$ cat config.mk
export PLATFORM = sky130hd
export DESIGN_NAME = hobd_median9
export DESIGN_NICKNAME = d
export VERILOG_FILES = /design/src/sv/hobd_pkg.sv /design/src/sv/hobd_median9.sv
export SDC_FILE = /design/constraint.sdc
export NUM_CORES = 1
export LEC_CHECK = 0
export BUFFER_PORTS_ARGS = -buffer_cell sky130_fd_sc_hd__buf_2
export CELL_PAD_IN_SITES_DETAIL_PLACEMENT = 1
export CELL_PAD_IN_SITES_GLOBAL_PLACEMENT = 1
export CORE_UTILIZATION = 48
export CTS_CLUSTER_SIZE = 10
export DETAILED_ROUTE_END_ITERATION = 8
export PLACE_DENSITY = 0.82
export SYNTH_ARGS = -nofsm -noshare
export SYNTH_HDL_FRONTEND = slang
export SYNTH_SLANG_ARGS = --single-unit
$ cat constraint.sdc
create_clock -name i_clk -period 14.2 [get_ports i_clk]
set_input_delay 4.26 -clock i_clk [delete_from_list [all_inputs] [get_ports i_clk]]
set_output_delay 4.26 -clock i_clk [all_outputs]
set_load 0.01 [all_outputs]
$ cat src/sv/hobd_pkg.sv
// ============================================================================
// hobd_pkg
// shared types, constants and a three-value sort helper for the outlier bin detector
// ============================================================================
package hobd_pkg;

    localparam int CNT_W  = 16;
    localparam int TOT_W  = 32;
    localparam int DIM_W  = 9;
    localparam int THR_W  = 17;
    localparam int CRD_W  = 8;
    localparam int IDX_W  = 2;
    localparam int CFG_W  = 17;

    localparam logic [IDX_W-1:0] CFG_WIDTH  = 2'd0;
    localparam logic [IDX_W-1:0] CFG_HEIGHT = 2'd1;
    localparam logic [IDX_W-1:0] CFG_THRESH = 2'd2;

    typedef logic [CNT_W-1:0] t_cnt;

    // per-result side data carried down the median pipe
    typedef struct packed {
        logic             last;
        logic [CRD_W-1:0] bin_x;
        logic [CRD_W-1:0] bin_y;
        logic             miss_t;
        logic             miss_b;
        logic             miss_l;
        logic             miss_r;
        t_cnt             hval;
    } t_meta;

    typedef struct packed {
        logic [CRD_W-1:0] bin_x;
        logic [CRD_W-1:0] bin_y;
        logic             is_outlier;
        t_cnt             outlier_count;
        logic [TOT_W-1:0] running_total;
        logic             last_bin;
    } t_result;

    typedef struct packed {
        t_cnt lo;
        t_cnt mi;
        t_cnt hi;
    } t_tri;

    function automatic t_tri sort3(input t_cnt a, input t_cnt b, input t_cnt c);
        t_cnt x1, y1, m1;
        t_tri s;
        x1   = (a < b) ? a : b;
        y1   = (a < b) ? b : a;
        m1   = (y1 < c) ? y1 : c;
        s.hi = (y1 < c) ? c : y1;
        s.lo = (x1 < m1) ? x1 : m1;
        s.mi = (x1 < m1) ? m1 : x1;
        return s;
    endfunction

endpackage

$ cat src/sv/hobd_median9.sv
// ============================================================================
// hobd_median9
// three-stage median of nine: column sort, row reduce, final median of three
// ============================================================================
module hobd_median9
    import hobd_pkg::*;
(
    input  logic  i_clk,
    input  logic  i_rst_n,
    input  logic  i_valid,
    input  t_meta i_meta,
    input  t_cnt  i_vals [9],
    output logic  o_valid,
    output t_meta o_meta,
    output t_cnt  o_med
);
    logic  r_va, r_vb, r_vc;
    t_meta r_ma, r_mb, r_mc;
    t_tri  r_col [3];
    t_cnt  r_b [3];
    t_cnt  r_med;
    t_tri  n_col [3];
    t_tri  t_lo, t_mi, t_hi;
    t_tri  t_fin;

    always_comb begin
        for (int k = 0; k < 3; k++) begin
            n_col[k] = sort3(i_vals[k], i_vals[3+k], i_vals[6+k]);
        end
        t_lo  = sort3(r_col[0].lo, r_col[1].lo, r_col[2].lo);
        t_mi  = sort3(r_col[0].mi, r_col[1].mi, r_col[2].mi);
        t_hi  = sort3(r_col[0].hi, r_col[1].hi, r_col[2].hi);
        t_fin = sort3(r_b[0], r_b[1], r_b[2]);
    end

    always_ff @(posedge i_clk) begin
        if (!i_rst_n) begin
            r_va <= 1'b0;
            r_vb <= 1'b0;
            r_vc <= 1'b0;
        end else begin
            r_va <= i_valid;
            r_vb <= r_va;
            r_vc <= r_vb;
        end
    end

    always_ff @(posedge i_clk) begin
        r_ma  <= i_meta;
        r_col <= n_col;
        r_mb  <= r_ma;
        r_b[0] <= t_lo.hi;
        r_b[1] <= t_mi.mi;
        r_b[2] <= t_hi.lo;
        r_mc  <= r_mb;
        r_med <= t_fin.mi;
    end

    assign o_valid = r_vc;
    assign o_meta  = r_mc;
    assign o_med   = r_med;

endmodule

==> results.rst, run 1 <==
.. list-table::
   :header-rows: 1

   * - Metric
     - Value
   * - Status
     - finished with violations
   * - Violated checks
     - design-rule violations
   * - Setup Fix Bufs, Post-CTS
     - 0
   * - Maximum buffer depth of the clock tree
     - 3
   * - Maximum number of pins on one net before global-route repair
     - 64
   * - Worst flop-to-flop path endpoint
     - r_b[0][25]
   * - Number of DRC markers after the initial detailed-route iteration
     - 1252
   * - Routed len/inst
     - 21.5 µm
   * - Number of max-slew violations in the final report
     - 0
   * - Largest stage delay, worst path
     - 1.02 ns
   * - Setup slack, reg-to-reg
     - 5.30 ns
   * - Clock tree from TritonCTS
     - built
   * - Worst hold path class
     - reg2reg
   * - Root Driver
     - clkbuf_16
   * - Slowest CP cell
     - o31ai_4
   * - Maximum level of the CTS H-tree
     - 2
   * - Slew of the pin with the lowest slew margin
     - 1.28 ns
   * - Final-report hold violation count
     - 0
   * - Length of the first detailed-routing pass in iterations
     - 7
   * - Die X
     - 206 µm
   * - Clock Pin Slew Worst Setup and Hold Paths
     - 0.06 ns
   * - Diodes inserted
     - 0
   * - Hold wc startpoint
     - r_ma[34]
   * - NumNets Final
     - 3058
   * - Cells on worst reg2reg path
     - 28
   * - Max Cap Viol
     - 0
   * - Tot GR Track Use
     - 0.315
   * - Nature of the critical path endpoint
     - flip-flop
   * - Number of different library cells in the post-synthesis netlist
     - 75
   * - Reg-to-reg startpoint
     - r_col[73]
   * - Shortest period the worst path allows
     - 11.69 ns
   * - Tcrit/Tclk final
     - 0.823
   * - Number of hold buffers added after cts
     - 0
   * - Wire length of the first global-routing pass
     - 103000 µm
   * - Effective utilization at floorplan
     - 0.488
   * - Fmax
     - 85.5 MHz
   * - Worst Path Buf+Inv
     - 3
   * - WHS Endpoint
     - r_mb[34]
   * - Post-Syn Area
     - 20000 µm²
   * - Share of post-route cells with drive strength above 1
     - 0.159
   * - Post-Route WL
     - 66900 µm
   * - Top Family by Delay on Critical Path
     - compound AO/OA/AOI/OAI gates
   * - Via density per instance
     - 5.74
   * - Worst max-slew margin expressed relative to the limit
     - 0.144
   * - Data arrival time of the critical path
     - 12.13 ns
   * - Most common cell after layout, fill and taps aside
     - dfxtp_1
   * - Number of global-route vias before repair
     - 18700
   * - Number of placement rows
     - 74
   * - Async S/R FF share, synth
     - 0
   * - CP startpoint kind
     - primary input
   * - Number of cells on the worst hold path
     - 0
   * - Number of warning messages in the yosys log
     - 0
   * - Detailed placer's ending HPWL
     - 54800 µm
   * - Top library cells by usage in the layout, fill and taps aside
     - dfxtp_1 (322), inv_1 (305), ha_1 (300)
   * - Die area
     - 42500 µm²
   * - Start point of the critical path
     - i_vals[55]
   * - Worst-Skew Late Latency
     - 0.56 ns
   * - Residual DRC
     - 9
   * - Flip-flop cell with the highest count after synthesis
     - dfxtp_1
   * - TritonCTS Buffers
     - 40
   * - Summed negative setup slack over all endpoints
     - 0 ns
   * - Setup repair after global routing missed its margin
     - no
   * - ANT nets after route
     - 0
   * - Final weighted congestion of routability-driven global placement
     - 0.971
   * - Nets in the synthesized netlist
     - 2850
   * - Syn Inst Count
     - 2366
   * - Share of the yosys chip area belonging to registers
     - 0.322
   * - Syn_area_per_cell
     - 8.46 µm²
   * - Critical path start-end classification
     - in2reg
   * - Top fanout value on the critical path
     - 48
   * - CORE AREA
     - 41000 µm²
   * - Data required, critical path
     - 14.64 ns
   * - Sum of overflow across all layers after global routing
     - 0
   * - Final setup violating endpoints
     - 0
   * - Die Ht
     - 206 µm
   * - Routed via count
     - 17900
   * - Io pins
     - 238
   * - Number of enable-type register cells in the synthesized netlist
     - 0
   * - Number of gates resized after cts
     - 0
   * - Number of antenna violations at the first check in global routing
     - 5
   * - Skew final
     - 0.0286 ns
   * - Synthesis-to-layout area growth
     - 14.2%
   * - Total of flip-flops plus latches after synthesis
     - 322
   * - Port Buf Inserts
     - 237
   * - CTS Sinks
     - 322
==> final cells by class <==
type / count / area, µm²
inverter: 305 / 1140
clock buffer: 48 / 1070
multi-input combinational: 1655 / 12100
timing repair buffer: 250 / 1280
clock inverter: 6 / 145
tap: 532 / 666
fill: 4920 / 18200
sequential: 322 / 6450
==> metrics by stage <==
stage          worst slack (ns)  std cells   util  area (µm²)  hold slack [ns]
2_1_floorplan              4.33       2366      -       20000            0.310
5_1_grt                    1.78       3118  0.557       22800            0.327
3_3_place_gp               2.46       3064  0.527       21600            0.310
3_5_place_dp               2.07       3064  0.527       21600            0.313
4_1_cts                    2.63       3118  0.557       22800            0.316
6_report                   2.51       3118  0.557       22800            0.321
==> Yosys cell counts, drive strengths merged, types with 4 or more instances <==
master | count | share of area
nor2 | 146 | 0.027
nand4 | 35 | 0.011
a211o | 8 | 0.0035
o211ai | 17 | 0.0066
nor2b | 11 | 0.0034
nor3 | 11 | 0.0030
o21a | 8 | 0.0030
a21o | 39 | 0.015
nand3 | 23 | 0.0058
o21bai | 6 | 0.0023
nor3b | 6 | 0.0023
dfxtp | 322 | 0.32
ha | 300 | 0.19
and3 | 4 | 0.0013
a2111oi | 4 | 0.0018
a21oi | 185 | 0.049
or3 | 5 | 0.0016
o21ai | 241 | 0.060
clkbuf | 50 | 0.0094
a211oi | 22 | 0.0083
a221o | 4 | 0.0020
inv | 305 | 0.057
mux2 | 77 | 0.043
nand2 | 244 | 0.046
o211a | 4 | 0.0020
or2 | 7 | 0.0022
buf | 34 | 0.0096
and4 | 7 | 0.0031
nand2b | 21 | 0.0066
mux2i | 143 | 0.072
o2111ai | 7 | 0.0031
a31oi | 9 | 0.0036
a221oi | 4 | 0.0018
and2 | 12 | 0.0038
==> state kept, by name (all words and copies together) (netlist names) <==
| signal | cells |
|---|---|
| r_vb | 1 |
| o_med | 16 |
| r_col | 144 |
| r_mb | 37 |
| o_valid | 1 |
| r_va | 1 |
| r_ma | 37 |
| o_meta | 37 |
| r_b | 48 |
==> worst max-delay path by stage <==
stage          slack, ns   endpoint  cells after the start
3_3_place_gp        2.46  r_col[32]                     27
5_1_grt             1.78  r_col[32]                     27
6_report            2.51  r_col[32]                     27
3_5_place_dp        2.07  r_col[32]                     27
2_1_floorplan       4.33  r_col[64]                     29
4_1_cts             2.63  r_col[32]                     27
==> logic make-up (layout without fill, tap and decap cells) <==
group	after synthesis	count (layout)	synth area share
AO/OA/AOI/OAI	587	587	0.175
AND/OR/NAND/NOR	548	548	0.124
buffers and inverters	389	609	0.0762
flip-flops	322	322	0.322
adder cells (fa/ha/maj)	300	300	0.188
multiplexers	220	220	0.115
==> per-layer routing <==
metal,track usage,vias to the layer above,share of wire
met2,0.523,465,0.47
met5,0,-,0.00019
met1,0.404,8700,0.44
met3,0.0397,127,0.048
met4,0.144,2,0.047
li1,-,8597,-
Power of run 1 is left out: the tool's default activity adds up to more than one toggle a clock period on the data nets, which glitch-free logic cannot reach.
==> run 2: changes to the inputs <==
--- a/config.mk
+++ b/config.mk
@@ -5,13 +5,14 @@
 export SDC_FILE = /design/constraint.sdc
 export NUM_CORES = 1
 export LEC_CHECK = 0
+export ABC_AREA = 1
 export BUFFER_PORTS_ARGS = -buffer_cell sky130_fd_sc_hd__buf_2
 export CELL_PAD_IN_SITES_DETAIL_PLACEMENT = 1
 export CELL_PAD_IN_SITES_GLOBAL_PLACEMENT = 1
-export CORE_UTILIZATION = 48
+export CORE_UTILIZATION = 39
 export CTS_CLUSTER_SIZE = 10
 export DETAILED_ROUTE_END_ITERATION = 8
-export PLACE_DENSITY = 0.82
+export PLACE_DENSITY = 0.74
 export SYNTH_ARGS = -nofsm -noshare
 export SYNTH_HDL_FRONTEND = slang
 export SYNTH_SLANG_ARGS = --single-unit
==> constraint.sdc (replaced) <==
create_clock -name i_clk -period 10.05 [get_ports i_clk]
set_input_delay 3.015 -clock i_clk [delete_from_list [all_inputs] [get_ports i_clk]]
set_output_delay 3.015 -clock i_clk [all_outputs]
set_load 0.01 [all_outputs]
==> results.rst, run 2 <==
.. list-table::
   :header-rows: 1

   * - Metric
     - Value
   * - Maximum buffer depth of the clock tree
     - 3 (unchanged)
   * - Skew final
     - 0.0374 ns (+0.00875 ns)
   * - Number of DRC markers after the initial detailed-route iteration
     - 821 (-34%)
   * - Via density per instance
     - 5.09 (-11%)
   * - Post-Route WL
     - 65700 µm (-1.8%)
   * - NumNets Final
     - 3550 (+16%)
   * - Die Ht
     - 229 µm (+11%)
   * - Reg with most FFs
     - r_col
   * - Top fanout value on the critical path
     - 50 (+4.2%)
   * - Setup repair after global routing missed its margin
     - no
   * - Final weighted congestion of routability-driven global placement
     - 0.893 (-8.0%)
   * - Max Cap Viol
     - 0 (unchanged)
   * - Most common cell after layout, fill and taps aside
     - nand2_1
   * - Syn Inst Count
     - 2882 (+22%)
   * - Shortest period the worst path allows
     - 8.65 ns
   * - Worst max-slew margin expressed relative to the limit
     - 0.254 (+0.110)
   * - CORE AREA
     - 50500 µm² (+23%)
   * - Setup Fix Bufs, Post-CTS
     - 0 (unchanged)
   * - Number of hold buffers added after cts
     - 0 (unchanged)
   * - CP startpoint kind
     - primary input
   * - Slew of the pin with the lowest slew margin
     - 1.09 ns (-0.190 ns)
   * - Summed negative setup slack over all endpoints
     - 0 ns (unchanged)
   * - Top library cells by usage in the layout, fill and taps aside
     - nand2_1 (828), inv_1 (397), dfxtp_1 (322)
   * - Die X
     - 229 µm (+11%)
   * - Routed len/inst
     - 17.5 µm (-18%)
   * - Nature of the critical path endpoint
     - flip-flop
   * - Tot GR Track Use
     - 0.248 (-0.0664)
   * - Residual DRC
     - 0 (-9)
   * - Length of the first detailed-routing pass in iterations
     - 5 (-2)
   * - Data required, critical path
     - 10.47 ns (-4.17 ns)
   * - Diodes inserted
     - 0 (unchanged)
   * - Nets in the synthesized netlist
     - 3366 (+18%)
   * - Post-Syn Area
     - 20100 µm² (+0.43%)
   * - Final-report hold violation count
     - 0 (unchanged)
   * - Critical path start-end classification
     - in2reg
   * - Top flop regs
     - r_col (144), r_b (48)
   * - Commonest cells in the synthesized netlist
     - nand2_1 (828), inv_1 (397), dfxtp_1 (322), ha_1 (300), o21ai_0 (267)
   * - Root Driver
     - clkbuf_16
   * - Io pins
     - 238 (unchanged)
   * - Number of global-route vias before repair
     - 19600 (+4.9%)
   * - Port Buf Inserts
     - 237 (unchanged)
   * - Number of enable-type register cells in the synthesized netlist
     - 0 (unchanged)
   * - Maximum number of pins on one net before global-route repair
     - 64 (unchanged)
   * - Sum of overflow across all layers after global routing
     - 0 (unchanged)
   * - Leading post-synthesis cells by cell area
     - dfxtp_1 (32%), ha_1 (19%), nand2_1 (15%)
   * - Data arrival time of the critical path
     - 9.07 ns (-3.06 ns)
   * - Clock tree from TritonCTS
     - built
   * - TritonCTS Buffers
     - 39 (-2.5%)
   * - Largest area contributor in the synthesized netlist
     - dfxtp_1
   * - Async S/R FF share, synth
     - 0 (unchanged)
   * - Flip-flop count of the largest register, all copies and words added
     - 144 (unchanged)
   * - Count leader, synth
     - nand2_1
   * - Syn_area_per_cell
     - 6.97 µm² (-18%)
   * - Die area
     - 52400 µm² (+23%)
   * - Detailed placer's ending HPWL
     - 55500 µm (+1.3%)
   * - Status
     - completed
   * - Total of flip-flops plus latches after synthesis
     - 322 (unchanged)
   * - Final setup violating endpoints
     - 0 (unchanged)
   * - Share of post-route cells with drive strength above 1
     - 0.110 (-0.0490)
   * - ANT nets after route
     - 0 (unchanged)
   * - Effective utilization at floorplan
     - 0.398 (-0.0897)
   * - CTS Sinks
     - 322 (unchanged)
   * - Wire length of the first global-routing pass
     - 103000 µm (about the same)
   * - Portion of synthesized cell area occupied by the leading cell type
     - 0.321 (-0.00138)
   * - Number of different library cells in the post-synthesis netlist
     - 33 (-56%)
   * - Number of max-slew violations in the final report
     - 0 (unchanged)
   * - Worst hold path class
     - reg2reg
   * - Number of gates resized after cts
     - 0 (unchanged)
   * - Flip-flop cell with the highest count after synthesis
     - dfxtp_1
   * - Routed via count
     - 19100 (+6.7%)
   * - Synthesis-to-layout area growth
     - 13.8%
   * - Fill count
     - 6571 (+34%)
   * - Worst-Skew Late Latency
     - 0.57 ns (about the same)
   * - Number of warning messages in the yosys log
     - 0 (unchanged)
   * - Number of antenna violations at the first check in global routing
     - 0 (-5)
   * - Maximum level of the CTS H-tree
     - 2 (unchanged)
   * - Tcrit/Tclk final
     - 0.861
   * - Clock Pin Slew Worst Setup and Hold Paths
     - 0.05 ns (about the same)
   * - Number of placement rows
     - 82 (+11%)
   * - Fmax
     - 116 MHz
   * - Share of the yosys chip area belonging to registers
     - 0.321 (-0.00138)
-- run 2: cell count changes after synthesis, sizes merged, moves of 10 or more --
cell	delta
nand2	+615
nand3	+158
mux2i	-143
inv	+92
mux2	-77
a21o	-37
o21ai	+36
clkbuf	+21
nand2b	-21
nand4	-16
o211ai	-16
nor2b	-11
a21oi	+10
-- run 2: worst paths after layout --
path                                  from    endpoint  slack [ns]  depth (start not counted)
worst min-delay path              r_ma[24]    r_mb[24]        0.31                          0
worst min register to register    r_ma[24]    r_mb[24]        0.31                          0
worst max-delay path            i_vals[74]   r_col[89]        1.40                         27
worst max register to register   r_col[79]  r_b[0][23]        3.89                         25
-- run 2: metal layers --
metal  up-vias  share of wire  global-route usage
met5         -              0                   0
met4         0          0.036              0.0963
met3       102          0.032              0.0258
met2       302           0.48               0.434
met1      8999           0.45               0.312
li1       9685              -                   -
-- run 2: kinds of logic after synthesis --
| logic type | synth area share |
|---|---|
| fa+ha+maj | 0.187 |
| buf+inv | 0.0988 |
| simple gates | 0.254 |
| flops | 0.321 |
| compound gates | 0.139 |
-- run 2: area by class of cell --
cell class                 instances  area [µm²]  share of cell area
tap                              672         841              0.0368
sequential                       322        6450               0.282
clock buffer                      47        1030              0.0449
clock inverter                     5         130             0.00569
inverter                         397        1490              0.0652
timing repair buffer             247        1260              0.0552
multi-input combinational       2059       11700               0.510
-- run 2: worst max-delay path, cell delays in order --
cell	delay [ns]
buf_2	0.10
inv_1	0.11
ha_1	0.24
nand2_1	0.10
o21bai_1	0.12
a21oi_1	0.08
nor2_1	0.16
nand2_2	0.45
o21ai_0	0.60
ha_1	0.35
a21oi_1	0.16
nor2_1	0.07
a211oi_1	0.18
o21ai_0	0.11
a31oi_1	0.31
nand2_2	0.46
o21ai_0	0.65
ha_1	0.35
nand2_1	0.08
nor2_1	0.05
a211oi_1	0.18
nand2_1	0.09
nand2_2	0.06
buf_4	0.30
nand2_2	0.42
nand2_1	0.18
nand2_1	0.07
-- run 2: through the flow --
step,util,worst slack (ns),hold slack (ns),instance area (µm²),instances
after global placement,0.430,1.03,0.310,21700,3697
final,0.453,1.40,0.309,22900,3749
after global routing,0.453,0.740,0.310,22900,3749
after detailed placement,0.430,0.931,0.313,21700,3697
after CTS,0.453,1.47,0.306,22900,3749
after floorplan,-,2.76,0.310,20100,2882
Power of run 2 is left out for the same reason.
==> run 3: changes to the inputs <==
--- a/config.mk
+++ b/config.mk
@@ -9,10 +9,11 @@
 export BUFFER_PORTS_ARGS = -buffer_cell sky130_fd_sc_hd__buf_2
 export CELL_PAD_IN_SITES_DETAIL_PLACEMENT = 1
 export CELL_PAD_IN_SITES_GLOBAL_PLACEMENT = 1
-export CORE_UTILIZATION = 39
+export CORE_UTILIZATION = 43
 export CTS_CLUSTER_SIZE = 10
 export DETAILED_ROUTE_END_ITERATION = 8
-export PLACE_DENSITY = 0.74
+export PLACE_DENSITY = 0.77
+export RECOVER_POWER = 50
 export SYNTH_ARGS = -nofsm -noshare
 export SYNTH_HDL_FRONTEND = slang
 export SYNTH_SLANG_ARGS = --single-unit
==> constraint.sdc (replaced) <==
create_clock -name i_clk -period 8.5 [get_ports i_clk]
set_input_delay 2.55 -clock i_clk [delete_from_list [all_inputs] [get_ports i_clk]]
set_output_delay 2.55 -clock i_clk [all_outputs]
set_load 0.01 [all_outputs]
==> results.rst, run 3 (synthesis results as in run 2) <==
.. list-table::
   :header-rows: 1

   * - Metric
     - Value
   * - Status
     - completed
   * - Reg with most FFs
     - r_col
   * - Number of global-route vias before repair
     - 19700 (+0.54%)
   * - Slowest CP cell
     - nand2_1
   * - Residual DRC
     - 0 (unchanged)
   * - ANT nets after route
     - 0 (unchanged)
   * - GR Layer Usage met1
     - 0.356 (+0.0436)
   * - Number of antenna violations at the first check in global routing
     - 0 (unchanged)
   * - CP startpoint kind
     - primary input
   * - Worst max-slew margin expressed relative to the limit
     - 0.246 (-0.00786)
   * - Wire length of the first global-routing pass
     - 104000 µm (+1.4%)
   * - Routing usage on met3
     - 0.0278 (+0.00206)
   * - Synthesis-to-layout area growth
     - 13.5%
   * - Die area
     - 47600 µm² (-9.2%)
   * - Fill count
     - 6036 (-8.1%)
   * - Maximum buffer depth of the clock tree
     - 3 (unchanged)
   * - CORE AREA
     - 45800 µm² (-9.3%)
   * - Setup Fix Bufs, Post-CTS
     - 0 (unchanged)
   * - Max Cap Viol
     - 0 (unchanged)
   * - Largest stage delay, worst path
     - 0.54 ns (-0.11 ns)
   * - TritonCTS Buffers
     - 40 (+2.6%)
   * - Clock tree from TritonCTS
     - built
   * - Final-report hold violation count
     - 0 (unchanged)
   * - Data required, critical path
     - 8.97 ns (-1.50 ns)
   * - Die X
     - 218 µm (-4.7%)
   * - Sequential standard cell area
     - 6450 µm² (unchanged)
   * - Length of the first detailed-routing pass in iterations
     - 5 (unchanged)
   * - Effective utilization at floorplan
     - 0.439 (+0.0409)
   * - Critical path start-end classification
     - in2reg
   * - Flip-flop count of the largest register, all copies and words added
     - 144 (unchanged)
   * - Final weighted congestion of routability-driven global placement
     - 0.901 (+0.87%)
   * - CTS Sinks
     - 322 (unchanged)
   * - Post-Route WL
     - 66800 µm (+1.6%)
   * - Number of placement rows
     - 78 (-4.9%)
   * - NumNets Final
     - 3570 (+0.56%)
   * - Multi-input gate area in the final layout
     - 11700 µm² (about the same)
   * - Worst-Skew Late Latency
     - 0.56 ns (about the same)
   * - Worst Path Buf+Inv
     - 8 (+5)
   * - Data arrival time of the critical path
     - 8.25 ns (-0.82 ns)
   * - Port Buf Inserts
     - 237 (unchanged)
   * - Layer carrying the most global-route usage
     - met2
   * - Root Driver
     - clkbuf_16
   * - Setup repair after global routing missed its margin
     - no
   * - Routed via count
     - 19300 (+1.1%)
   * - Number of gates resized after cts
     - 0 (unchanged)
   * - Most common cell after layout, fill and taps aside
     - nand2_1
   * - Skew final
     - 0.0180 ns (-0.0194 ns)
   * - Fmax
     - 129 MHz
   * - Number of max-slew violations in the final report
     - 0 (unchanged)
   * - Top fanout value on the critical path
     - 32 (-36%)
   * - Top library cells by usage in the layout, fill and taps aside
     - nand2_1 (829), inv_1 (397), dfxtp_1 (322)
   * - Number of hold buffers added after cts
     - 0 (unchanged)
   * - Shortest period the worst path allows
     - 7.78 ns
   * - Worst hold path class
     - reg2reg
   * - Summed negative setup slack over all endpoints
     - 0 ns (unchanged)
   * - Die Ht
     - 218 µm (-4.7%)
   * - Number of DRC markers after the initial detailed-route iteration
     - 786 (-4.3%)
   * - Detailed placer's ending HPWL
     - 56000 µm (+0.98%)
   * - Slew of the pin with the lowest slew margin
     - 1.10 ns (+0.0115 ns)
   * - Final setup violating endpoints
     - 0 (unchanged)
   * - Most frequent cell on the critical path
     - nand2_1
   * - Tcrit/Tclk final
     - 0.915
   * - Io pins
     - 238 (unchanged)
   * - Maximum number of pins on one net before global-route repair
     - 64 (unchanged)
   * - Sum of overflow across all layers after global routing
     - 0 (unchanged)
   * - Maximum level of the CTS H-tree
     - 2 (unchanged)
   * - GRT met2 Usage
     - 0.485 (+0.0514)
   * - Nature of the critical path endpoint
     - flip-flop
   * - Via density per instance
     - 5.22 (+2.5%)
   * - Routed len/inst
     - 18.1 µm (+3.0%)
   * - Tot GR Track Use
     - 0.280 (+0.0321)
   * - Top flop regs
     - r_col (144), r_b (48)
   * - Share of post-route cells with drive strength above 1
     - 0.0975 (-0.0120)
   * - Top Family by Delay on Critical Path
     - simple AND/OR/NAND/NOR gates
   * - Diodes inserted
     - 0 (unchanged)
   * - Clock Pin Slew Worst Setup and Hold Paths
     - 0.05 ns (about the same)
[run 3: cell types whose count changed in the layout (fill, tap and decap cells not counted), moves of 2 or more]
cell       before  now
buf_4          10   28
bufinv_16       2    0
clkbuf_1        6   60
inv_16          2    0
buf_2         237  182
clkinv_4        0    2
clkinv_8        0    3
[run 3: stage by stage]
stage                     cell area, µm²  worst slack (ns)   util  cells  hold WS [ns]
after floorplan                    20100              1.67      -   2882         0.310
after global placement             21800             0.208  0.475   3644         0.310
after detailed placement           21800             0.204  0.475   3644         0.313
after CTS                          22900             0.745  0.500   3697         0.323
after global routing               22800             0.120  0.498   3697         0.327
final                              22800             0.721  0.498   3697         0.315
[run 3: final timing paths]
check	to	from	depth (start not counted)	slack (ns)
min reg2reg	r_mb[13]	r_ma[13]	0	0.31
min	r_mb[13]	r_ma[13]	0	0.31
max reg2reg	r_b[0][28]	r_col[77]	28	2.33
max	r_col[70]	i_vals[73]	31	0.72
[run 3: layer usage]
layer  vias to the layer above  part of all wire
li1                       9737                 -
met1                      9115              0.46
met2                       338              0.47
met3                       108             0.029
met4                         0             0.038
met5                         -                 0
[run 3: area by class of cell]
class	instances	share of cell area
repair buffers	266	0.0584
inverters	397	0.0654
flip-flops and latches	322	0.283
well taps	600	0.0329
clock inverters	7	0.00346
multi-input cells	2059	0.511
clock buffers	46	0.0458
Power of run 3 is left out for the same reason.
